**src/rtl/ccaa_pkg.sv**
```systemverilog
// ----------------------------------------------------------------------------
// ccaa_pkg: shared types and constants for the column consensus block
// class codes, class lookup, count storage types and the result bundle
// ----------------------------------------------------------------------------
package ccaa_pkg;

   localparam int CLASS_NUM   = 6;
   localparam int CLASS_IDX_W = 3;
   localparam int CODE_W      = 8;
   localparam int COUNT_W     = 11;
   localparam int COUNT_MAX   = 2047;

   typedef logic [CLASS_IDX_W-1:0] class_idx_type;
   typedef logic [CODE_W-1:0]      code_type;
   typedef logic [COUNT_W-1:0]     count_type;
   typedef count_type [CLASS_NUM-1:0] count_array_type;

   // class order: first entry is also the class for unknown codes
   localparam code_type CLASS_CODE [CLASS_NUM] = '{
      8'd72, 8'd40, 8'd136, 8'd24, 8'd4, 8'd240
   };

   typedef struct packed {
      logic          update;
      logic          clear;
      class_idx_type cls;
   } count_ctrl_type;

   typedef struct packed {
      code_type consensus_code;
      code_type alternate_code;
      logic     has_alternate;
   } result_type;

   function automatic class_idx_type class_of(input code_type code);
      class_idx_type idx;
      idx = '0;
      for (int k = CLASS_NUM - 1; k >= 0; k--) begin
         if (CLASS_CODE[k] == code) begin
            idx = class_idx_type'(k);
         end
      end
      return idx;
   endfunction

endpackage

```
**src/rtl/ccaa_count_bank.sv**
```systemverilog
// ----------------------------------------------------------------------------
// ccaa_count_bank: per-class saturating counters
// increments one class per transaction, clears after the column end
// ----------------------------------------------------------------------------
module ccaa_count_bank #(
   parameter int unsigned MAX_SEQUENCES = 1024
) (
   input  logic                      clock,
   input  logic                      reset,
   input  ccaa_pkg::count_ctrl_type  ctrl,
   output ccaa_pkg::count_array_type counts_upd
);
   import ccaa_pkg::*;

   localparam int unsigned LimitInt =
      (MAX_SEQUENCES > COUNT_MAX) ? COUNT_MAX : MAX_SEQUENCES;
   localparam count_type CountLimit = count_type'(LimitInt);

   count_array_type counts_ff;
   count_array_type counts_in;

   always_comb begin
      for (int k = 0; k < CLASS_NUM; k++) begin
         counts_upd[k] = counts_ff[k];
         if (ctrl.update && ctrl.cls == class_idx_type'(k) && counts_ff[k] < CountLimit) begin
            counts_upd[k] = counts_ff[k] + count_type'(1);
         end
      end
      if (ctrl.clear) begin
         counts_in = '0;
      end else begin
         counts_in = counts_upd;
      end
   end

   always_ff @(posedge clock) begin
      if (reset) begin
         counts_ff <= '0;
      end else begin
         counts_ff <= counts_in;
      end
   end

   a_clear_zeroes : assert property (@(posedge clock) disable iff (reset)
      ctrl.clear |=> counts_ff == '0)
      else $error("counts not cleared after column end");

   a_sat_limit : assert property (@(posedge clock) disable iff (reset)
      counts_ff[0] <= CountLimit && counts_ff[1] <= CountLimit &&
      counts_ff[2] <= CountLimit && counts_ff[3] <= CountLimit &&
      counts_ff[4] <= CountLimit && counts_ff[5] <= CountLimit)
      else $error("class count above saturation limit");

   a_idle_hold : assert property (@(posedge clock) disable iff (reset)
      !ctrl.update && !ctrl.clear |=> $stable(counts_ff))
      else $error("counts changed without a transaction");

endmodule

```
**src/rtl/ccaa_select.sv**
```systemverilog
// ----------------------------------------------------------------------------
// ccaa_select: column result selection
// strict-maximum consensus class and first non-reference nonzero class
// ----------------------------------------------------------------------------
module ccaa_select (
   input  ccaa_pkg::count_array_type counts,
   input  ccaa_pkg::code_type        reference_code,
   output ccaa_pkg::result_type      result
);
   import ccaa_pkg::*;

   class_idx_type best;
   class_idx_type alt;
   class_idx_type ref_cls;
   logic          alt_found;

   always_comb begin
      best = '0;
      for (int k = 1; k < CLASS_NUM; k++) begin
         if (counts[k] > counts[best]) begin
            best = class_idx_type'(k);
         end
      end

      ref_cls   = class_of(reference_code);
      alt       = '0;
      alt_found = 1'b0;
      // scan from the back so the earliest qualifying class wins
      for (int k = CLASS_NUM - 1; k >= 0; k--) begin
         if (class_idx_type'(k) != ref_cls && counts[k] != '0) begin
            alt       = class_idx_type'(k);
            alt_found = 1'b1;
         end
      end

      result.consensus_code = CLASS_CODE[best];
      result.has_alternate  = alt_found;
      result.alternate_code = alt_found ? CLASS_CODE[alt] : reference_code;
   end

endmodule

```
**src/rtl/column_consensus_and_alt_allele.sv**
```systemverilog
// ----------------------------------------------------------------------------
// column_consensus_and_alt_allele: alignment column consensus and alternate
// counts symbol classes per column and reports consensus and alternate codes
// ----------------------------------------------------------------------------
// usage:
//   req_ carries one sequence's symbol per transaction; req_column_end marks
//   the last symbol of a column, and req_reference_code is taken with it.
//   rsp_ carries one result per column: consensus, alternate and flag.
// result path: a column's last symbol enters the input register when it is
//   accepted; the counter update and selection then write its result into
//   the result register.
// throughput: one symbol per cycle while req_stall is low; the single counter
//   bank is updated once per cycle and the six-way compare sits in the same cycle.
// reset: clears all class counts and the valid flags of the input register
//   and the result register.
// stall: a waiting result is held while rsp_stall is high; symbols keep being
//   counted, and req_stall rises only when a column end reaches the counters
//   while the result register is still occupied and rsp_stall is high.
// ----------------------------------------------------------------------------
module column_consensus_and_alt_allele #(
   parameter int unsigned MAX_SEQUENCES = 1024
) (
   input  logic                clock,
   input  logic                reset,
   input  logic                req_valid,
   output logic                req_stall,
   input  ccaa_pkg::code_type  req_symbol_code,
   input  ccaa_pkg::code_type  req_reference_code,
   input  logic                req_column_end,
   output logic                rsp_valid,
   input  logic                rsp_stall,
   output ccaa_pkg::code_type  rsp_consensus_code,
   output ccaa_pkg::code_type  rsp_alternate_code,
   output logic                rsp_has_alternate
);
   import ccaa_pkg::*;

   logic            s1_valid_ff;
   logic            s1_valid_in;
   class_idx_type   s1_cls_ff;
   code_type        s1_ref_ff;
   logic            s1_end_ff;
   logic            s1_adv;
   logic            req_take;

   logic            out_valid_ff;
   logic            out_valid_in;
   result_type      out_ff;
   logic            out_load;

   count_ctrl_type  ctrl;
   count_array_type counts_upd;
   result_type      result;

   // a column end may only move on once the result register can take it
   assign s1_adv    = s1_valid_ff && !(s1_end_ff && out_valid_ff && rsp_stall);
   assign req_stall = s1_valid_ff && !s1_adv;
   assign req_take  = req_valid && !req_stall;
   assign out_load  = s1_adv && s1_end_ff;

   assign ctrl.update = s1_adv;
   assign ctrl.clear  = out_load;
   assign ctrl.cls    = s1_cls_ff;

   ccaa_count_bank #(
      .MAX_SEQUENCES(MAX_SEQUENCES)
   ) u_count_bank (
      .clock      (clock),
      .reset      (reset),
      .ctrl       (ctrl),
      .counts_upd (counts_upd)
   );

   ccaa_select u_select (
      .counts         (counts_upd),
      .reference_code (s1_ref_ff),
      .result         (result)
   );

   always_comb begin
      s1_valid_in = s1_valid_ff;
      if (req_take) begin
         s1_valid_in = 1'b1;
      end else if (s1_adv) begin
         s1_valid_in = 1'b0;
      end
      out_valid_in = out_valid_ff;
      if (out_load) begin
         out_valid_in = 1'b1;
      end else if (!rsp_stall) begin
         out_valid_in = 1'b0;
      end
   end

   always_ff @(posedge clock) begin
      if (reset) begin
         s1_valid_ff  <= 1'b0;
         out_valid_ff <= 1'b0;
      end else begin
         s1_valid_ff  <= s1_valid_in;
         out_valid_ff <= out_valid_in;
      end
   end

   always_ff @(posedge clock) begin
      if (req_take) begin
         s1_cls_ff <= class_of(req_symbol_code);
         s1_ref_ff <= req_reference_code;
         s1_end_ff <= req_column_end;
      end
      if (out_load) begin
         out_ff <= result;
      end
   end

   assign rsp_valid          = out_valid_ff;
   assign rsp_consensus_code = out_ff.consensus_code;
   assign rsp_alternate_code = out_ff.alternate_code;
   assign rsp_has_alternate  = out_ff.has_alternate;

   a_no_overwrite : assert property (@(posedge clock) disable iff (reset)
      out_load |-> !(out_valid_ff && rsp_stall))
      else $error("result register overwritten while stalled");

   a_rsp_from_end : assert property (@(posedge clock) disable iff (reset)
      $rose(rsp_valid) |-> $past(s1_valid_ff && s1_end_ff))
      else $error("result without a column end");

   a_stall_cause : assert property (@(posedge clock) disable iff (reset)
      req_stall |-> s1_end_ff && out_valid_ff && rsp_stall)
      else $error("input stalled without a blocked column end");

   a_taken_leaves : assert property (@(posedge clock) disable iff (reset)
      rsp_valid && !rsp_stall && !out_load |=> !rsp_valid)
      else $error("taken result still valid");

endmodule

```
**config.mk**
```make
export PLATFORM = sky130hd
export DESIGN_NAME = column_consensus_and_alt_allele
export DESIGN_NICKNAME = d
export VERILOG_FILES = /design/src/rtl/ccaa_pkg.sv /design/src/rtl/ccaa_count_bank.sv /design/src/rtl/ccaa_select.sv /design/src/rtl/column_consensus_and_alt_allele.sv
export SDC_FILE = /design/constraint.sdc
export NUM_CORES = 1
export LEC_CHECK = 0
export BUFFER_PORTS_ARGS = -buffer_cell sky130_fd_sc_hd__buf_2
export CAP_MARGIN = 20
export CORE_AREA = 4 4 141 143
export CTS_CLUSTER_SIZE = 10
export DETAILED_ROUTE_END_ITERATION = 8
export DIE_AREA = 0 0 145 147
export HOLD_SLACK_MARGIN = 0.03
export RECOVER_POWER = 100
export SLEW_MARGIN = 20
export SYNTH_ARGS = -nofsm -noshare
export SYNTH_HDL_FRONTEND = slang
export SYNTH_HIERARCHICAL = 1
export SYNTH_SLANG_ARGS = --single-unit
```
**constraint.sdc**
```tcl
create_clock -name clock -period 13.1 [get_ports clock]
set_clock_uncertainty 0.2 [all_clocks]
set_input_delay 0.655 -clock clock [delete_from_list [all_inputs] [get_ports clock]]
set_output_delay 0.655 -clock clock [all_outputs]
set_load 0.005 [all_outputs]
```
# Word level (Yosys, flattened, before mapping)
# Memories as Yosys holds them, arrays and structs flattened. A register that Yosys moved wholly into a read port is not among the register bits.
# Index checks and enable logic that the tools add are counted.
[op_classes]
addsub = 6
n_lt_le_gt_ge = 16
eq_ne = 23
mux = 49
bitwise_logic = 2
reduce_logical = 39
[ops]
columns = ["op", "count"]
rows = [
  ["$bmux W11 S3", 4],
  ["$mux W11", 10],
  ["$add A11 B1 Y11 const B", 6],
  ["$lt A11 B11 Y1 const B", 6],
  ["$reduce_bool A11 Y1", 6],
  ["$gt A11 B11 Y1", 5],
  ["$mux W3", 16],
  ["$eq A8 B8 Y1 const A", 4],
  ["$logic_and A1 B1 Y1", 24],
  ["$mux W8", 3],
  ["$eq A3 B8 Y1 const A", 2],
  ["$eq A5 B8 Y1 const A", 2],
  ["$eq A6 B8 Y1 const A", 2],
  ["$eq A7 B8 Y1 const A", 2],
  ["$mux W1", 12],
  ["$lt A2 B4 Y1 const B", 2],
  ["$mux W2", 4],
  ["$not A3 Y4", 2],
  ["$eq A3 B2 Y1 const B", 2],
  ["$eq A3 B3 Y1 const B", 2],
  ["$ne A2 B3 Y1 const A", 2],
  ["$ne A3 B3 Y1 const A", 2],
  ["$ge A4 B4 Y1 const B", 1],
  ["$lt A1 B4 Y1 const B", 1],
  ["10 further kinds", 13],
]
[totals]
regBits = 89
romBits = 128
in_bits = 21
output_inout_bits = 19
n_memories = 2
[mem_list]
columns = ["memory", "words", "width", "read_ports", "rd_ports_with_merged_regs", "wr", "line", "source"]
rows = [
  ["(no name shown)", 8, 8, 1, 1, 0, "ccaa_select.sv:36", "result.consensus_code = CLASS_CODE[best];"],
  ["(no name shown)", 8, 8, 1, 0, 0, "ccaa_select.sv:38", "result.alternate_code = alt_found ? CLASS_CODE[alt] : reference_code;"],
]

# Depth between registers and ports, before layout
# Gate-level depths: netlist of the first run.
[logic_depth]
depth_word = 26
ltp_mapped = 49
depth_no_buf = 42

# By module
# The synthesis of the first run kept the hierarchy.
[modules_own_cells]
columns = ["module", "n_inst", "cells_per_inst", "area_each_um2"]
rows = [
  ["ccaa_count_bank", 1, 344, 3294.4],
  ["ccaa_select", 1, 366, 2575.0],
  ["column_consensus_and_alt_allele", 1, 55, 1062.3],
]

# Least setup slack after synthesis of the first run
# No wires, ideal clock.
[synth_path]
path_type = "in2reg"
start = "input rsp_stall"
end = "register, netlist name rsp_consensus_code[7]"
arrival_ns = 9.667
required_ns = 12.631
slack_ns = 2.964
cell_stages = 46
path_cell_list = "a31oi_1 -> buf_2 -> or4b_1 -> buf_6 -> nor4b_2 -> xor2_1 -> inv_1 -> ha_1 -> a211o_1 -> o211ai_2 -> a31oi_1 -> o21a_1 -> buf_6 -> buf_4 -> mux2i_1 -> ha_1 -> a211oi_1 -> o211ai_1 -> [10 not listed] -> o21a_1 -> clkbuf_1 -> clkbuf_1 -> o21a_1 -> ha_1 -> o211ai_1 -> a21oi_1 -> o41ai_1 -> a31o_2 -> clkbuf_1 -> clkbuf_1 -> o221ai_1 -> ha_1 -> a21o_1 -> a2111oi_0 -> nor2b_1 -> a221o_1 -> o21ai_0"
[synth_rtl]
columns = ["item", "line", "source"]
rows = [
  ["start, declared", "column_consensus_and_alt_allele.sv:31", "input logic rsp_stall,"],
]

==> impl_metrics.toml, run 1 <==
[global_route]
grt_overflow = 0
track_usage_pct = 16.1
grt_max_degree = 67
grt_pass1_wl_um = 28100
grt_pass1_vias = 5333
antenna_found_initial = 0

[finish]
area_delta_synth_final_pct = 9.35
drive_gt1_share_pct = 10.3
fin_nets = 879
diodes = 0
multi_input_area_mm2 = 0.00444
fin_area_mm2 = 0.00758
seq_area_mm2 = 0.00223
fill_cells = 1855

[clocking]
cts.sinks = 97
htree_levels = 3
numCtsBuffers = 9
postCtsSetupBuffers = 0
cts.clk_slew.worst_paths_ps = 70
cts.path.max_buffers = 2
clk_latency_ps = 350
cts-root-buf = "clkbuf_16"
cts_tree = "yes"

[critical_path]
path_class = "reg -> reg"
slowest_delay_ps = 730
crit_path_end_kind = "flop"
critPathMostFrequentCell = "ha_1"
worstPathMaxFanout = 30
cp-start-kind = "flop"
arrival_ps = 11940
cp_slowest_cell = "a221o_1"
cp.required_ps = 12970

[yosys]
synth_area_mm2 = 0.00693
yosys-top-cells-count = "dfxtp_1, and2_1, ha_1, nand2_1, nor2_1"
netlist.area_leader.share_pct = 19.6
yosys_warnings = 6
synth_top_area_cell = "dfxtp_1"
syn_avg_cell_area_um2 = 9.06
yosys_most_used_dff = "dfxtp_1"
synthDistinctLibCells = 75
seq_area_frac_synth_pct = 32.2
synthTopCellsByArea = "dfxtp_1, edfxtp_1, ha_1"
ys_seq_elements = 97
synth-async-reset-ratio_pct = 0
yosysMostFrequentCell = "dfxtp_1"
syn_inst = 765
synth_edf_count = 29

[worst_hold_path]
hold_class = "in -> reg"

[run_status]
outcome = "complete, but fails checks"
violations = "capacitance limit, slew limit"

[drt]
drt-met1-wl_um = 8690
detail-route-antenna-nets = 0
top_layer = "met4"
viasPerCell = 5.48
drtIter0Drc = 469
wl_per_cell_um = 16.8
wl_um = 17400
wl_met3_um = 733
vias = 5675
wl_met2_um = 7720
drc = 0
firstDrtPassIters = 5

[power]
peakVddDrop_v = 0.0000564
p_per_area_mw_per_mm2 = 107
p_leak_nw = 3.20

[flow_run]
maxCapViolCount = 1

[timing]
fmax_ghz = 0.0828
fin_crit_ps = 12070
hold_violations = 0
rsz0062_at_grt = "false"
tightest_slew_ps = 2370
drv_slew = 67
timing.slew.headroom_pct = -57.9
fin_tns_setup_ps = 0
post-route-period-util_pct = 92.2
setup_violations = 0
layout_setup_ws_ps = 1030

[placement]
port_buffers = 39
dp_slack_ps = 684
gp_congestion = 0.897
hpwl_um = 13200
place_area_mm2 = 0.00735

[floorplan]
fp.dieArea_mm2 = 0.0213
die_y_um = 147
die_width_um = 145
core_mm2 = 0.0186
core.rowCount = 50
io_pins = 40
floorplan.initialDensity_pct = 37.3
placed cells by master (no fill, tap or decap), types with 21 or more instances in the layout:
cell type / synthesis / routed
nor3_1: 30 / 30
nand3_1: 28 / 28
dfxtp_1: 68 / 68
ha_1: 61 / 61
buf_2: 2 / 21
nand2_1: 51 / 51
nor2_1: 48 / 47
xor2_1: 38 / 38
and2_1: 67 / 38
edfxtp_1: 29 / 29
clkbuf_1: 17 / 22
inv_1: 29 / 29
and2_0: 0 / 29
nand4_1: 21 / 21
cell families after synthesis:
group	after synthesis	share of synthesized area (%)
other cells	1	0.0541
fa+ha+maj	61	11.0
simple gates	337	28.0
buf+inv	59	3.90
xor+xnor	55	6.95
compound gates	122	12.6
flops	97	32.2
mux	33	5.25
per-layer routing:
| layer | track usage (%) | vias up |
|---|---|---|
| li1 | - | 2877 |
| met1 | 23.3 | 2640 |
| met2 | 25.2 | 141 |
| met3 | 2.44 | 17 |
| met4 | 4.32 | 0 |
| met5 | 0 | - |
per-stage QoR:
stage               util (%)  cells  hold slack [ps]  power [mW]
floorplan                  -    766              272       0.509
global placement        39.6   1020              288       0.561
detailed placement      39.6   1020              296       0.562
CTS                     41.0   1036              261       0.816
global route            40.8   1036              265       0.856
finish                  40.8   1036              278       0.809
power by group:
part	switching (mW)	total [mW]	internal, mW
sequential	0.00355	0.323	0.320
combinational	0.140	0.235	0.0949
clock	0.121	0.251	0.130
total	0.264	0.809	0.545
worst paths after layout:
check | depth (start not counted) | endpoint | from | slack, ps
worst max-delay path | 39 | rsp_consensus_code[6] | s1_end_ff | 1030
worst min-delay path | 1 | s1_end_ff | req_column_end | 280
worst max register to register | 39 | rsp_consensus_code[6] | s1_end_ff | 1030
worst min register to register | 2 | u_count_bank/counts_ff[42] | u_count_bank/counts_ff[42] | 310
state kept, by name, indices dropped and copies added, names as in the netlist:
name,count
u_count_bank/counts_ff,66
s1_valid_ff,1
rsp_valid,1
rsp_has_alternate,1
rsp_consensus_code,8
s1_end_ff,1
s1_cls_ff,3
rsp_alternate_code,8
s1_ref_ff,8
final cells by class:
type | count | area share, %
Multi-Input combinational cell | 610 | 58.5
Sequential cell | 97 | 29.4
Tap cell | 234 | 3.86
Timing Repair Buffer | 49 | 3.12
Clock buffer | 10 | 3.02
Inverter | 30 | 1.49
Clock inverter | 6 | 0.545
critical path: cells and delay by family, from the launching register on:
family,cells,cell delay (ps)
adder cells (fa/ha/maj),5,1430
flip-flops,1,390
multiplexers,1,370
XOR/XNOR,1,420
AO/OA/AOI/OAI,23,6410
AND/OR/NAND/NOR,6,1950
buffers and inverters,3,610
what timing repair did:
item / CTS / global route
setup endpoints to repair: 0 / 6
endpoints found under the hold margin: 0 / 0
gates resized for setup: 0 / 1
hold buffers: 0 / 0
Note: power is estimated with default switching activity, not from simulation.
==> run 2, diff against run 1 <==
- CORE_AREA: 4 4 141 143 -> 4 4 140 142
- DIE_AREA: 0 0 145 147 -> 0 0 144 146
- SYNTH_HIERARCHICAL: 1 -> not set
==> impl_metrics.toml, run 2 <==
[run_status]
outcome = "complete, but fails checks"
violations = "capacitance limit, slew limit"

[placement]
port_buffers = 37
dp_slack_ps = 1270
gp_congestion = 0.880
hpwl_um = 13900

[drt]
firstDrtPassIters = 5
detail-route-antenna-nets = 0
wl_um = 17600
vias = 5960
viasPerCell = 5.47
drc = 0
drtIter0Drc = 384
wl_per_cell_um = 16.2

[yosys]
seq_area_frac_synth_pct = 31.7
ys_seq_elements = 95
netlist.area_leader.share_pct = 19.9
synth_compound_area_share_pct = 14.5
yosys.area_share.adder_pct = 10.9
yosys_warnings = 0
synth_area_mm2 = 0.00686
syn_avg_cell_area_um2 = 8.38
yosys_most_used_dff = "dfxtp_1"
synthSimpleGateAreaFrac_pct = 28.3
synthDistinctLibCells = 73
synthMuxAreaShare_pct = 2.99
synth_edf_count = 27
syn_inst = 818
synth-async-reset-ratio_pct = 0
yosys-top-cells-count = "nor2_1, dfxtp_1, ha_1, nand2_1, inv_1"
synth_top_area_cell = "dfxtp_1"
synth_xor_area_share_pct = 7.41
synthTopCellsByArea = "dfxtp_1, edfxtp_1, ha_1"
synth_top_family_by_area = "simple AND/OR/NAND/NOR gates"
yosysMostFrequentCell = "nor2_1"

[worst_hold_path]
hold_class = "in -> reg"
hold_path_depth = 1
hold_start = "req_reference_code[2]"
hold_end = "s1_ref_ff[2]"

[timing]
drv_slew = 67
setup_violations = 0
rsz0062_at_grt = "false"
hold_violations = 0
tightest_slew_ps = 2020
fin_crit_ps = 11860
fmax_ghz = 0.0843
timing.slew.headroom_pct = -34.8
fin_tns_setup_ps = 0
layout_setup_ws_ps = 1240
post-route-period-util_pct = 90.6

[clocking]
cts_tree = "yes"
cts-root-buf = "clkbuf_16"
clk_latency_ps = 360
numCtsBuffers = 9
cts_hold_buf = 0
cts.path.max_buffers = 2
cts.clk_slew.worst_paths_ps = 70
cts.sinks = 95
postCtsResizedCells = 0
htree_levels = 3
postCtsSetupBuffers = 0

[critical_path]
slowest_delay_ps = 730
reg2reg_slack_ps = 1240
cp.required_ps = 12970
worstPathMaxFanout = 26
rr_worst_depth = 47
critical_path.top_delay_family = "compound AO/OA/AOI/OAI gates"
rr_endpoint = "rsp_consensus_code[6]"
critPathMostFrequentCell = "o21a_1"
path_class = "reg -> reg"
path_buf_inv = 4
cp_slowest_cell = "nor4_1"
crit_path_end_kind = "flop"
r2r-start = "s1_end_ff"
arrival_ps = 11740
cp-start-kind = "flop"

[power]
peakVddDrop_v = 0.0000686
p_per_area_mw_per_mm2 = 122
p_leak_nw = 3.26

[finish]
final_cell_mix = "nor2_1, dfxtp_1, ha_1, nand2_1, inv_1"
drive_gt1_share_pct = 8.77
regMostFlops = "u_count_bank.counts_ff"
final_common_cell = "nor2_1"
fin_nets = 930
largest_register_ffs = 66
diodes = 0
area_delta_synth_final_pct = 10.4

[floorplan]
floorplan.initialDensity_pct = 37.2
die_width_um = 144
io_pins = 40
fp.dieArea_mm2 = 0.0210
die_y_um = 146
core_mm2 = 0.0185
core.rowCount = 50

[global_route]
grt_pass1_vias = 5593
antenna_found_initial = 0
grt_pass1_wl_um = 29100
grt_max_degree = 45
grt_overflow = 0
track_usage_pct = 17.2

[flow_run]
maxCapViolCount = 3
[run 2: cell types whose count changed in the layout (fill, tap and decap cells not counted), sizes merged, moves of 10 or more]
cell / delta
a21oi: +13
nor2: +57
nor2b: +17
and3: +15
nand4: +13
nand3: +11
xnor2: +16
inv: +19
xor2: -13
o21ai: +10
and2: -59
[run 2: worst max path at each step]
| stage | cells past startpoint | end | start |
|---|---|---|---|
| final | 47 | rsp_consensus_code[6] | s1_end_ff |
| after global routing | 46 | rsp_consensus_code[6] | s1_end_ff |
| after CTS | 47 | rsp_consensus_code[6] | s1_cls_ff[2] |
| after detailed placement | 48 | rsp_consensus_code[7] | rsp_stall |
| after global placement | 48 | rsp_consensus_code[7] | rsp_stall |
| after floorplan | 51 | rsp_consensus_code[7] | rsp_stall |
[run 2: metal layers]
| metal | part of all wire, % | wire (um) | vias up | GRT usage [%] |
|---|---|---|---|---|
| met5 | 0 | 0 | - | 0 |
| met4 | 1.5 | 267 | 0 | 5.13 |
| li1 | - | - | 3053 | - |
| met1 | 49 | 8730 | 2757 | 25.1 |
| met3 | 4.8 | 853 | 22 | 2.83 |
| met2 | 44 | 7800 | 128 | 26.1 |
[run 2: power by group]
| part | total, mW | switching, mW | internal [mW] | leakage [nW] |
|---|---|---|---|---|
| clock | 0.283 | 0.130 | 0.152 | 0.151 |
| sequential | 0.325 | 0.00622 | 0.318 | 0.806 |
| combinational | 0.317 | 0.185 | 0.133 | 2.31 |
[run 2: logic make-up (layout without fill, tap and decap cells)]
group                      count (synthesis)  count (layout)
AOI/OAI and AO/OA                        145             145
other                                      1               2
buffers and inverters                     72             108
muxes                                     19              19
xor gates and xnor gates                  58              58
and+or+nand+nor                          368             368
DFF                                       95              95
adders and majority gates                 60              60
[run 2: worst reg2reg max path, delay by kind of cell, from the launching register on]
family	cells	cell delay, ps
adders and majority gates	5	1450
and+or+nand+nor	12	3110
muxes	1	380
DFF	1	470
AOI/OAI and AO/OA	25	5310
buffers and inverters	4	640
[run 2: stage by stage]
step / total power [mW] / area, um2 / utilization, % / std cells / hold WS, ps
after floorplan: 0.566 / 6860 / - / 819 / 288
after global placement: 0.648 / 7290 / 39.5 / 1073 / 317
after detailed placement: 0.647 / 7290 / 39.5 / 1073 / 338
after CTS: 0.934 / 7610 / 41.2 / 1089 / 254
after global routing: 0.983 / 7570 / 41.0 / 1089 / 253
final: 0.925 / 7570 / 41.0 / 1089 / 265
[run 2: cell type report]
cell class                 instances  area [um2]
tap                              234         293
inverter                          49         184
fill                            1845       10900
timing repair buffer              43         208
multi-input combinational        652        4400
sequential                        95        2170
clock inverter                     7        91.3
clock buffer                       9         225
